<file path="config.mk">
export PLATFORM = sky130hd
export DESIGN_NAME = pwm_timing_setup_top
export DESIGN_NICKNAME = d
export VERILOG_FILES = /design/src/pts_pkg.sv /design/src/pts_mul.sv /design/src/pts_div.sv /design/src/pwm_timing_setup_top.sv
export SDC_FILE = /design/constraint.sdc
export NUM_CORES = 2
export LEC_CHECK = 0
export BUFFER_PORTS_ARGS = -buffer_cell sky130_fd_sc_hd__buf_2
export CORE_ASPECT_RATIO = 0.6
export CORE_MARGIN = 4
export CORE_UTILIZATION = 25
export CTS_CLUSTER_DIAMETER = 50
export CTS_CLUSTER_SIZE = 8
export DETAILED_ROUTE_END_ITERATION = 16
export HOLD_SLACK_MARGIN = 0.1
export SYNTH_ARGS = -nofsm -noshare
export SYNTH_HDL_FRONTEND = slang
export SYNTH_SLANG_ARGS = --single-unit
</file>
<file path="constraint.sdc">
create_clock -name clk -period 3.4 [get_ports clk]
set_input_delay 0.34 -clock clk [delete_from_list [all_inputs] [get_ports clk]]
set_output_delay 0.34 -clock clk [all_outputs]
set_load 0.005 [all_outputs]
</file>
<file path="src/pts_pkg.sv">
// Shared types and constants for the PWM timing set-up engine.
// Used by pts_mul, pts_div and pwm_timing_setup_top; depends on nothing.
`timescale 1ns / 1ps
package pts_pkg;

  // Default channel count.
  localparam int NUM_CHANNELS_DEF = 4;

  // Arithmetic constants.
  localparam logic [63:0] NS_PER_SEC = 64'd1000000000;
  localparam logic [63:0] PSC_LIMIT  = 64'h0000_0000_0000_FFFF;

  // Serial unit step counts.
  localparam int MUL_B_W   = 33;
  localparam int MUL_STEPS = MUL_B_W;
  localparam int DIV_W     = 64;
  localparam int DIV_STEPS = DIV_W;

  // Stream payload widths.
  localparam int IN_DATA_W  = 72;
  localparam int OUT_DATA_W = 96;

  // Request kinds.
  localparam logic [1:0] REQ_APPLY   = 2'd0;
  localparam logic [1:0] REQ_ENABLE  = 2'd1;
  localparam logic [1:0] REQ_DISABLE = 2'd2;

  // Result status codes.
  localparam logic [1:0] STAT_OK      = 2'd0;
  localparam logic [1:0] STAT_INVALID = 2'd1;
  localparam logic [1:0] STAT_BUSY    = 2'd2;

  // Configuration register indexes.
  localparam logic [1:0] CFG_CLOCK_HZ   = 2'd0;
  localparam logic [1:0] CFG_MAX_RELOAD = 2'd1;
  localparam logic [1:0] CFG_COMP_OUT   = 2'd2;

  // Reset values.
  localparam logic [31:0] CLOCK_HZ_RST   = 32'd90000000;
  localparam logic [31:0] MAX_RELOAD_RST = 32'd65535;
  localparam logic [15:0] PRESCALER_RST  = 16'd1;
  localparam logic [31:0] RELOAD_RST     = 32'd10000;

  // Handshake between the sequencer and a serial unit.
  typedef struct packed {
    logic start;
  } unit_ctl_t;

  typedef struct packed {
    logic busy;
    logic done;
  } unit_sts_t;

endpackage

</file>
<file path="src/pts_mul.sv">
// Bit-serial shift-add multiplier: one multiplier bit per cycle.
// Depends on pts_pkg for the handshake structs and the step count.
`timescale 1ns / 1ps
module pts_mul (
  input  logic                         clk,
  input  logic                         rst_n,
  input  pts_pkg::unit_ctl_t           ctl,
  input  logic [63:0]                  a,
  input  logic [pts_pkg::MUL_B_W-1:0]  b,
  output pts_pkg::unit_sts_t           sts,
  output logic [63:0]                  prod
);
  import pts_pkg::*;

  localparam int CNT_W = $clog2(MUL_STEPS + 1);

  logic [63:0]      acc_r;
  logic [63:0]      a_r;
  logic [MUL_B_W-1:0] b_r;
  logic [CNT_W-1:0] cnt_r;
  logic             busy_r;
  logic             done_r;
  logic [63:0]      acc_nxt;

  // Add the shifted multiplicand when the current multiplier bit is set.
  assign acc_nxt = b_r[0] ? acc_r + a_r : acc_r;

  // Load on start, then step once per cycle.
  always_ff @(posedge clk) begin
    if (!rst_n) begin
      busy_r <= 1'b0;
      done_r <= 1'b0;
      cnt_r  <= '0;
      acc_r  <= '0;
      a_r    <= '0;
      b_r    <= '0;
    end else begin
      // Done is a one-cycle pulse.
      if (done_r) begin
        done_r <= 1'b0;
      end
      if (ctl.start) begin
        busy_r <= 1'b1;
        cnt_r  <= CNT_W'(MUL_STEPS);
        acc_r  <= '0;
        a_r    <= a;
        b_r    <= b;
      end else if (busy_r) begin
        acc_r <= acc_nxt;
        a_r   <= {a_r[62:0], 1'b0};
        b_r   <= {1'b0, b_r[MUL_B_W-1:1]};
        cnt_r <= cnt_r - CNT_W'(1);
        if (cnt_r == CNT_W'(1)) begin
          busy_r <= 1'b0;
          done_r <= 1'b1;
        end
      end
    end
  end

  assign sts.busy = busy_r;
  assign sts.done = done_r;
  assign prod     = acc_r;

endmodule

</file>
<file path="src/pts_div.sv">
// Restoring divider: one quotient bit per cycle, 64-bit operands.
// Depends on pts_pkg; the divisor must be nonzero and below 2**63.
`timescale 1ns / 1ps
module pts_div (
  input  logic                        clk,
  input  logic                        rst_n,
  input  pts_pkg::unit_ctl_t          ctl,
  input  logic [pts_pkg::DIV_W-1:0]   num,
  input  logic [pts_pkg::DIV_W-1:0]   den,
  output pts_pkg::unit_sts_t          sts,
  output logic [pts_pkg::DIV_W-1:0]   quo
);
  import pts_pkg::*;

  localparam int CNT_W = $clog2(DIV_STEPS + 1);

  logic [DIV_W-1:0] rem_r;
  logic [DIV_W-1:0] q_r;
  logic [DIV_W-1:0] d_r;
  logic [CNT_W-1:0] cnt_r;
  logic             busy_r;
  logic             done_r;
  logic [DIV_W-1:0] trial;
  logic             fits;

  // Bring down the next dividend bit and try the subtract.
  assign trial = {rem_r[DIV_W-2:0], q_r[DIV_W-1]};
  assign fits  = trial >= d_r;

  always_ff @(posedge clk) begin
    if (!rst_n) begin
      busy_r <= 1'b0;
      done_r <= 1'b0;
      cnt_r  <= '0;
      rem_r  <= '0;
      q_r    <= '0;
      d_r    <= '0;
    end else begin
      // Done is a one-cycle pulse.
      if (done_r) begin
        done_r <= 1'b0;
      end
      if (ctl.start) begin
        busy_r <= 1'b1;
        cnt_r  <= CNT_W'(DIV_STEPS);
        rem_r  <= '0;
        q_r    <= num;
        d_r    <= den;
      end else if (busy_r) begin
        rem_r <= fits ? trial - d_r : trial;
        q_r   <= {q_r[DIV_W-2:0], fits};
        cnt_r <= cnt_r - CNT_W'(1);
        if (cnt_r == CNT_W'(1)) begin
          busy_r <= 1'b0;
          done_r <= 1'b1;
        end
      end
    end
  end

  assign sts.busy = busy_r;
  assign sts.done = done_r;
  assign quo      = q_r;

endmodule

</file>
<file path="src/pwm_timing_setup_top.sv">
// PWM timing set-up engine: sequencer, timer state and stream ports.
// Depends on pts_pkg, pts_mul and pts_div.
//
// Input stream in_*: one request per item (apply, enable or disable a
// channel). Result stream out_*: exactly one item per request, showing the
// status and the timer state after the request.
// Configuration channel cfg_*: index 0 clock_hz, 1 max_reload,
// 2 complementary_output; always ready; the user must write it only while
// idle, which the block itself does not enforce. Enable, disable and
// rejected channel or kind requests go from idle to the finishing step,
// which presents the result once the output register is free; the input
// takes the next item only back in idle. An apply request runs four
// products through the serial multiplier (each a start, a load and 33
// steps) and three quotients through the restoring divider (each a start,
// a load and 64 steps); it ends early after two products and one quotient
// when the prescaler is out of range, and after three products and two
// quotients when the count is zero or the shared timebase is busy. One
// request is worked on at a time; in_tready is high only between requests.
// The result sits in an output register, so a new request is taken while
// the previous result still waits; if the receiver stalls, the finished
// request holds in its last step until the register frees.
// Reset (rst_n low, synchronous) restores the configuration and timer
// registers to their defaults and drops any request in flight.
`timescale 1ns / 1ps
module pwm_timing_setup_top #(
  parameter int NUM_CHANNELS = pts_pkg::NUM_CHANNELS_DEF
) (
  input  logic                            clk,
  input  logic                            rst_n,
  // in_tdata: channel[2:0], period[34:3], duty_ns[66:35], polarity[67]
  input  logic [pts_pkg::IN_DATA_W-1:0]   in_tdata,
  // in_tuser: req_type[1:0]
  input  logic [1:0]                      in_tuser,
  input  logic                            in_tvalid,
  output logic                            in_tready,
  // out_tdata: prescaler_out[15:0], reload_out[47:16], compare_out[79:48],
  // enable_mask[83:80], pol_bits[87:84], comp_pol_bits[91:88]
  output logic [pts_pkg::OUT_DATA_W-1:0]  out_tdata,
  // out_tuser: status[1:0]
  output logic [1:0]                      out_tuser,
  output logic                            out_tvalid,
  input  logic                            out_tready,
  input  logic                            cfg_valid,
  output logic                            cfg_ready,
  input  logic [1:0]                      cfg_index,
  input  logic [31:0]                     cfg_data
);
  import pts_pkg::*;

  localparam int IDX_W = (NUM_CHANNELS > 1) ? $clog2(NUM_CHANNELS) : 1;

  typedef enum logic [3:0] {
    S_IDLE,
    S_MUL_T,
    S_MUL_D1,
    S_DIV_P,
    S_MUL_D2,
    S_DIV_CNT,
    S_MUL_C,
    S_DIV_CMP,
    S_FINISH
  } state_t;

  state_t            state_r;

  // Configuration.
  logic [31:0]       clock_hz_r;
  logic [31:0]       max_reload_r;
  logic              comp_out_r;

  // Timer state.
  logic [15:0]       prescaler_r;
  logic [31:0]       reload_r;
  logic [31:0]       cmp_r [NUM_CHANNELS];
  logic [3:0]        enable_r;
  logic [3:0]        pol_mask_r;
  logic [3:0]        comp_mask_r;

  // Request in flight.
  logic              ch_ok_r;
  logic [IDX_W-1:0]  idx_r;
  logic [3:0]        bit_r;
  logic [31:0]       duty_r;
  logic [1:0]        status_r;
  logic [63:0]       t_r;
  logic [63:0]       d2_r;
  logic [15:0]       psc_new_r;

  // Serial unit operands.
  logic              mul_start_r;
  logic [63:0]       mul_a_r;
  logic [MUL_B_W-1:0] mul_b_r;
  logic              div_start_r;
  logic [63:0]       div_n_r;
  logic [63:0]       div_d_r;

  // Output register.
  logic              out_valid_r;
  logic [1:0]        out_status_r;
  logic [OUT_DATA_W-1:0] out_data_r;

  unit_ctl_t         mul_ctl;
  unit_ctl_t         div_ctl;
  unit_sts_t         mul_sts;
  unit_sts_t         div_sts;
  logic [63:0]       mul_prod;
  logic [63:0]       div_q;

  // Input field decode.
  logic [1:0]        in_req;
  logic [2:0]        in_ch;
  logic [31:0]       in_period;
  logic [31:0]       in_duty;
  logic              in_pol;
  logic [2:0]        in_ch_m1;
  logic              in_ch_ok;
  logic [3:0]        in_bit;

  assign in_req    = in_tuser;
  assign in_ch     = in_tdata[2:0];
  assign in_period = in_tdata[34:3];
  assign in_duty   = in_tdata[66:35];
  assign in_pol    = in_tdata[67];
  assign in_ch_m1  = in_ch - 3'd1;
  assign in_ch_ok  = (in_ch != 3'd0) && (32'(in_ch) <= 32'(NUM_CHANNELS));
  assign in_bit    = 4'b0001 << in_ch_m1;

  // Step checks on the divider result, plus the output-free test and the compare select.
  logic [63:0]       cnt_m1;
  logic              others_on;
  logic              base_differs;
  logic [31:0]       cmp_sat;
  logic              out_free;
  logic [31:0]       cmp_sel;

  assign cnt_m1       = div_q - 64'd1;
  assign others_on    = |(enable_r & ~bit_r);
  assign base_differs = (psc_new_r != prescaler_r) || (cnt_m1 != {32'd0, reload_r});
  assign cmp_sat      = (div_q[63:32] != 32'd0) ? 32'hFFFF_FFFF : div_q[31:0];
  assign out_free     = !out_valid_r || out_tready;
  assign cmp_sel      = ch_ok_r ? cmp_r[idx_r] : 32'd0;

  assign mul_ctl.start = mul_start_r;
  assign div_ctl.start = div_start_r;

  pts_mul u_mul (
    .clk   (clk),
    .rst_n (rst_n),
    .ctl   (mul_ctl),
    .a     (mul_a_r),
    .b     (mul_b_r),
    .sts   (mul_sts),
    .prod  (mul_prod)
  );

  pts_div u_div (
    .clk   (clk),
    .rst_n (rst_n),
    .ctl   (div_ctl),
    .num   (div_n_r),
    .den   (div_d_r),
    .sts   (div_sts),
    .quo   (div_q)
  );

  // Sequencer, timer state and output register.
  always_ff @(posedge clk) begin
    if (!rst_n) begin
      state_r      <= S_IDLE;
      clock_hz_r   <= CLOCK_HZ_RST;
      max_reload_r <= MAX_RELOAD_RST;
      comp_out_r   <= 1'b0;
      prescaler_r  <= PRESCALER_RST;
      reload_r     <= RELOAD_RST;
      for (int i = 0; i < NUM_CHANNELS; i++) begin
        cmp_r[i] <= '0;
      end
      enable_r     <= '0;
      pol_mask_r   <= '0;
      comp_mask_r  <= '0;
      ch_ok_r      <= 1'b0;
      idx_r        <= '0;
      bit_r        <= '0;
      duty_r       <= '0;
      status_r     <= STAT_OK;
      t_r          <= '0;
      d2_r         <= '0;
      psc_new_r    <= '0;
      mul_start_r  <= 1'b0;
      mul_a_r      <= '0;
      mul_b_r      <= '0;
      div_start_r  <= 1'b0;
      div_n_r      <= '0;
      div_d_r      <= '0;
      out_valid_r  <= 1'b0;
      out_status_r <= STAT_OK;
      out_data_r   <= '0;
    end else begin
      // Clear each start pulse in the cycle after it is raised.
      if (mul_start_r) begin
        mul_start_r <= 1'b0;
      end
      if (div_start_r) begin
        div_start_r <= 1'b0;
      end

      // Take configuration writes.
      if (cfg_valid) begin
        case (cfg_index)
          CFG_CLOCK_HZ:   clock_hz_r   <= cfg_data;
          CFG_MAX_RELOAD: max_reload_r <= cfg_data;
          CFG_COMP_OUT:   comp_out_r   <= cfg_data[0];
          default: ;
        endcase
      end

      // Drop the result once taken; the finishing step refills it instead.
      if (out_valid_r && out_tready && state_r != S_FINISH) begin
        out_valid_r <= 1'b0;
      end

      case (state_r)
        S_IDLE: begin
          if (in_tvalid) begin
            ch_ok_r <= in_ch_ok;
            idx_r   <= in_ch_m1[IDX_W-1:0];
            bit_r   <= in_bit;
            duty_r  <= in_duty;
            state_r <= (in_ch_ok && in_req == REQ_APPLY) ? S_MUL_T : S_FINISH;
            if (!in_ch_ok) begin
              status_r <= STAT_INVALID;
            end else begin
              case (in_req)
                REQ_APPLY: begin
                  pol_mask_r <= in_pol ? (pol_mask_r | in_bit) : (pol_mask_r & ~in_bit);
                  if (comp_out_r) begin
                    comp_mask_r <= in_pol ? (comp_mask_r | in_bit)
                                          : (comp_mask_r & ~in_bit);
                  end
                  mul_a_r     <= {32'd0, in_period};
                  mul_b_r     <= {1'b0, clock_hz_r};
                  mul_start_r <= 1'b1;
                end
                REQ_ENABLE: begin
                  enable_r <= enable_r | in_bit;
                  status_r <= STAT_OK;
                end
                REQ_DISABLE: begin
                  enable_r <= enable_r & ~in_bit;
                  status_r <= STAT_OK;
                end
                default: begin
                  status_r <= STAT_INVALID;
                end
              endcase
            end
          end
        end
        // T = period * clock; then the prescaler divisor.
        S_MUL_T: begin
          if (mul_sts.done) begin
            t_r         <= mul_prod;
            mul_a_r     <= NS_PER_SEC;
            mul_b_r     <= {1'b0, max_reload_r} + MUL_B_W'(1);
            mul_start_r <= 1'b1;
            state_r     <= S_MUL_D1;
          end
        end
        S_MUL_D1: begin
          if (mul_sts.done) begin
            div_n_r     <= t_r;
            div_d_r     <= mul_prod;
            div_start_r <= 1'b1;
            state_r     <= S_DIV_P;
          end
        end
        // Prescaler: reject when out of range.
        S_DIV_P: begin
          if (div_sts.done) begin
            if (div_q > PSC_LIMIT) begin
              status_r <= STAT_INVALID;
              state_r  <= S_FINISH;
            end else begin
              psc_new_r   <= div_q[15:0];
              mul_a_r     <= NS_PER_SEC;
              mul_b_r     <= MUL_B_W'(div_q[15:0]) + MUL_B_W'(1);
              mul_start_r <= 1'b1;
              state_r     <= S_MUL_D2;
            end
          end
        end
        S_MUL_D2: begin
          if (mul_sts.done) begin
            d2_r        <= mul_prod;
            div_n_r     <= t_r;
            div_d_r     <= mul_prod;
            div_start_r <= 1'b1;
            state_r     <= S_DIV_CNT;
          end
        end
        // Count: reject zero, guard the shared timebase, then commit.
        S_DIV_CNT: begin
          if (div_sts.done) begin
            if (div_q == 64'd0) begin
              status_r <= STAT_INVALID;
              state_r  <= S_FINISH;
            end else if (others_on && base_differs) begin
              status_r <= STAT_BUSY;
              state_r  <= S_FINISH;
            end else begin
              prescaler_r <= psc_new_r;
              reload_r    <= cnt_m1[31:0];
              mul_a_r     <= {32'd0, duty_r};
              mul_b_r     <= {1'b0, clock_hz_r};
              mul_start_r <= 1'b1;
              state_r     <= S_MUL_C;
            end
          end
        end
        S_MUL_C: begin
          if (mul_sts.done) begin
            div_n_r     <= mul_prod;
            div_d_r     <= d2_r;
            div_start_r <= 1'b1;
            state_r     <= S_DIV_CMP;
          end
        end
        // Compare: saturate to 32 bits.
        S_DIV_CMP: begin
          if (div_sts.done) begin
            cmp_r[idx_r] <= cmp_sat;
            status_r     <= STAT_OK;
            state_r      <= S_FINISH;
          end
        end
        // Hand the result to the output register once it is free.
        S_FINISH: begin
          if (out_free) begin
            out_valid_r  <= 1'b1;
            out_status_r <= status_r;
            out_data_r   <= {4'd0, comp_mask_r, pol_mask_r, enable_r,
                             cmp_sel, reload_r, prescaler_r};
            state_r      <= S_IDLE;
          end
        end
        default: begin
          state_r <= S_IDLE;
        end
      endcase
    end
  end

  assign in_tready  = (state_r == S_IDLE);
  assign cfg_ready  = 1'b1;
  assign out_tvalid = out_valid_r;
  assign out_tuser  = out_status_r;
  assign out_tdata  = out_data_r;

  // The two serial units never run at the same time.
  assert property (@(posedge clk) disable iff (!rst_n) !(mul_sts.busy && div_sts.busy))
    else $error("multiplier and divider busy together");

  // A unit is only started while it is idle.
  assert property (@(posedge clk) disable iff (!rst_n)
    (mul_start_r |-> !mul_sts.busy) and (div_start_r |-> !div_sts.busy))
    else $error("serial unit restarted while busy");

  // After a request is accepted, in_tready is low in the next cycle.
  assert property (@(posedge clk) disable iff (!rst_n)
    (in_tvalid && in_tready) |=> !in_tready)
    else $error("input taken while a request is in flight");

  // Results carry only defined status codes.
  assert property (@(posedge clk) disable iff (!rst_n)
    out_tvalid |-> (out_tuser == STAT_OK || out_tuser == STAT_INVALID ||
                    out_tuser == STAT_BUSY))
    else $error("undefined status on result");

endmodule

</file>
==> Flow_metrics.wiki <==
{| class="wikitable"
! Metric !! Value
|-
| Worst slew margin || 24.9%
|-
| Post-layout worst setup margin || -0.599 ns
|-
| Via count of the first global-routing pass || 46,000
|-
| Sequential cell area fraction in the yosys report || 43.2%
|-
| Violations in the final reports || setup timing
|-
| Worst hold-check path type || input pin to flop
|-
| Number of different library cells in the post-synthesis netlist || 101
|-
| Power, Total || 30.0 mW
|-
| Capture point of the critical path || mul_a_r[15]
|-
| Cell area after synthesis || 0.0541 mm²
|-
| Wire length of the first global-routing pass || 279,000 µm
|-
| Number of max-capacitance violations reported || 0
|-
| Leading cell types in the layout, fill and taps excluded || nand2_1 (953), dfxtp_1 (942), nor2_1 (893)
|-
| Clk pin slew, worst setup/hold paths || 0.05 ns
|-
| Aggregate global-route resource usage || 15.6%
|-
| Clock tree root driver cell || clkbuf_16
|-
| Most common cell after layout, fill and taps aside || nand2_1
|-
| Width of the die || 609 µm
|-
| Number of input and output port buffers inserted || 204
|-
| RSZ-0062 raised after global routing || true
|-
| Register area || 0.0234 mm²
|-
| Capturing element type of the critical path || flop
|-
| WP depth || 17
|-
| Leakage || 26.9 nW
|-
| I/O pin total || 214
|-
| Synth Instances || 6,424
|-
| Routed wire length || 190,000 µm
|-
| R2r setup slk || -0.60 ns
|-
| Worst R2R Path Depth || 17
|-
| CTS buffer count || 164
|-
| Maximum clock frequency || 250 MHz
|-
| Vias per cell || 4.97
|-
| Final weighted congestion in routability-driven placement || 0.937
|-
| Result of the run || finished with violations
|-
| Global route overflow || 0
|-
| Post-synth top area cell || dfxtp_1
|-
| R2R Path End || mul_a_r[15]
|-
| Total placed instance area || 0.0624 mm²
|-
| Vias after detailed routing || 50,000
|-
| Fraction of post-synthesis cell area in the top cell type by area || 36.1%
|-
| TritonCTS clock tree || yes
|-
| Initial core utilization || 25.3%
|-
| Layout cells sized above 1 || 21.8%
|-
| Synth area leaders || dfxtp_1 (36%), edfxtp_1 (7.1%), mux2i_1 (6.9%)
|-
| Post-route DRC violation count || 0
|-
| Arrival time of data at the critical path endpoint || 4.66 ns
|-
| Drt pass-1 iters || 6
|-
| Final-report setup violation count || 127
|-
| Wire length per cell after detailed routing || 18.9 µm
|-
| Startpoint of the worst-slack reg-to-reg timing path || u_div.quo[0]
|-
| Final Util || 33.2%
|-
| Die area || 0.224 mm²
|-
| Final net count || 7,423
|-
| Worst clock skew || 0.0607 ns
|-
| Count of filler cells inserted in the layout || 21,900
|-
| Final standard cell count with taps included and fillers excluded || 10,100
|-
| Max-slew violation count || 0
|-
| Transition time at the pin with the least slew margin || 1.13 ns
|-
| Final worst path period share || 118%
|-
| Core region area || 0.214 mm²
|-
| Iter 0 DRT Violations || 4,905
|-
| Combined buffer and inverter count along the critical path || 5
|-
| Placed wire-length estimate || 131,000 µm
|-
| Worst voltage drop across the vdd grid || 0.358 mV
|-
| Worst hold path depth || 4
|-
| Crit-path leading delay family || simple AND/OR/NAND/NOR gates
|-
| Total number of yosys warnings || 0
|-
| Maximum number of pins on one net before global-route repair || 177
|-
| Standard-cell row count || 131
|-
| Placed insts || 9,675
|-
| Number of enable-type register cells in the synthesized netlist || 128
|-
| Slowest cell on the critical path || or4b_4
|-
| Final critical path time including I/O delays and setup || 4.00 ns
|-
| Die Span Y || 368 µm
|-
| Ys async rst share || 0%
|-
| Required @ worst endpoint || 4.07 ns
|-
| Area delta synth->final || 31.2%
|-
| P per Cell Area || 423 mW/mm²
|-
| Clock latency on the worst-skew pair || 0.80 ns
|-
| Sort of element at the start of the critical path || flop
|-
| Avg Inst Size Synth || 8.43 µm²
|-
| Htree depth || 4
|-
| Hold violation total from the final report || 0
|-
| Post-route ant nets || 0
|-
| Multi-input logic area || 0.0305 mm²
|-
| Top cell by count, worst path || buf_4
|-
| First element of the critical path || u_div.quo[0]
|-
| Cell breakdown of the critical path || inv_4, ha_4, nor4b_4, buf_4, nand3_4, or3_4, xnor2_4, xnor2_2, nand4_1, or4b_4, nor4_4, buf_4, a21oi_4, buf_12, clkbuf_16, a31o_1, a21oi_1
|-
| Critical path class || flop to flop
|-
| Critical path fanouts, max || 11
|-
| Largest stage delay on the critical path || 0.53 ns
|-
| Number of antenna violations at the first check in global routing || 9
|-
| Post-route design area || 0.0710 mm²
|-
| Max clock buf depth || 4
|-
| Most used flip-flop cell after synthesis || dfxtp_1
|-
| # clock sinks || 1,103
|-
| Seq cells post-synth || 1,103
|}
==> worst min-delay path, cell delays in order <==
cell     delay, ns
buf_2         0.07
and3_1        0.20
a21oi_1       0.09
o31ai_2       0.16
==> metrics by stage <==
step           hold WS [ns]  setup WS (ns)  setup TNS [ns]
2_1_floorplan         0.428        -0.0804           -4.53
3_3_place_gp          0.441         -0.802         -102.08
3_5_place_dp          0.445         -0.876         -105.50
4_1_cts               0.111         -0.485          -52.04
5_1_grt               0.139         -0.683          -75.61
6_report              0.153         -0.599          -61.74
==> cell type report <==
cell class | count | area share (%)
inverter | 154 | 0.832
timing repair buffer | 1038 | 12.0
sequential | 1103 | 33.0
antenna | 1 | 0.00352
clock inverter | 3 | 0.0687
multi-input combinational | 4706 | 42.9
tap | 2859 | 5.04
clock buffer | 200 | 6.13
==> cell families (layout without fill, tap and decap cells) <==
kind of cell | Yosys count | in the layout | synth area share [%]
and+or+nand+nor | 2492 | 2492 | 20.0
AOI/OAI and AO/OA | 1437 | 1437 | 16.9
DFF | 1103 | 1103 | 43.2
buffers and inverters | 618 | 1395 | 4.48
muxes | 406 | 406 | 8.25
xor gates and xnor gates | 223 | 223 | 3.82
adders and majority gates | 143 | 143 | 3.33
other | 2 | 6 | 0.0139
==> how the worst min path moves through the flow <==
| stage | to | slack, ns | startpoint |
|---|---|---|---|
| 6_report | mul_a_r[12] | 0.15 | in_tdata[15] |
| 5_1_grt | u_div.quo[30] | 0.14 | rst_n |
| 4_1_cts | mul_a_r[12] | 0.11 | in_tdata[15] |
| 3_5_place_dp | out_tdata[20] | 0.44 | out_tdata[20] |
| 3_3_place_gp | t_r[31] | 0.44 | t_r[31] |
| 2_1_floorplan | out_tdata[88] | 0.43 | flop |
==> metal layers <==
metal	vias to the layer above	wire length [µm]	track usage, %
met3	217	18200	4.08
li1	24000	-	-
met1	24000	98300	25.4
met4	2	2990	2.85
met2	1784	70600	19.9
met5	-	12	0
==> power breakdown <==
group | total (mW) | switching (mW) | internal (mW)
Sequential | 13.6 | 0.154 | 13.4
Clock | 14.6 | 5.78 | 8.83
Combinational | 1.83 | 1.11 | 0.718
==> sequential cells by signal, summed over array words and instances, names as in the netlist, 33 cells and up, named ones only <==
signal	flops
cmp_r	128
d2_r	64
div_d_r	64
div_n_r	64
mul_b_r	33
out_tdata	92
t_r	64
u_div.d_r	64
u_div.quo	64
u_div.rem_r	63
u_mul.a_r	64
u_mul.b_r	33
u_mul.prod	64
==> timing repair <==
| action | 4_1_cts | 5_1_grt |
|---|---|---|
| hold endpoints to repair | 151 | 0 |
| hold buffers | 102 | 0 |
| endpoints found under the setup margin | 196 | 212 |
| gates resized for setup | 132 | 310 |
| buffers inserted | 24 | 39 |
| pin swaps | 44 | 135 |
| gates cloned | 8 | 20 |
==> synthesized netlist by cell type, types with 23 or more instances <==
cell type	instances
dfxtp_1	975
nand2_1	971
nor2_1	909
a21oi_1	645
clkbuf_1	383
mux2i_1	371
a211oi_1	207
nand3_1	181
inv_1	153
ha_1	141
xnor2_1	141
edfxtp_1	128
o21ai_0	119
a21o_1	75
xor2_1	74
nor3_1	61
and3_1	56
buf_1	54
nand4_1	48
a31oi_1	47
o31ai_1	46
nor4_1	36
nor2b_1	35
a22oi_1	32
a311oi_1	32
mux4_2	32
nand2b_1	32
or3_1	32
o21a_1	23
o31ai_2	23
(Power assumes the default switching activity.)
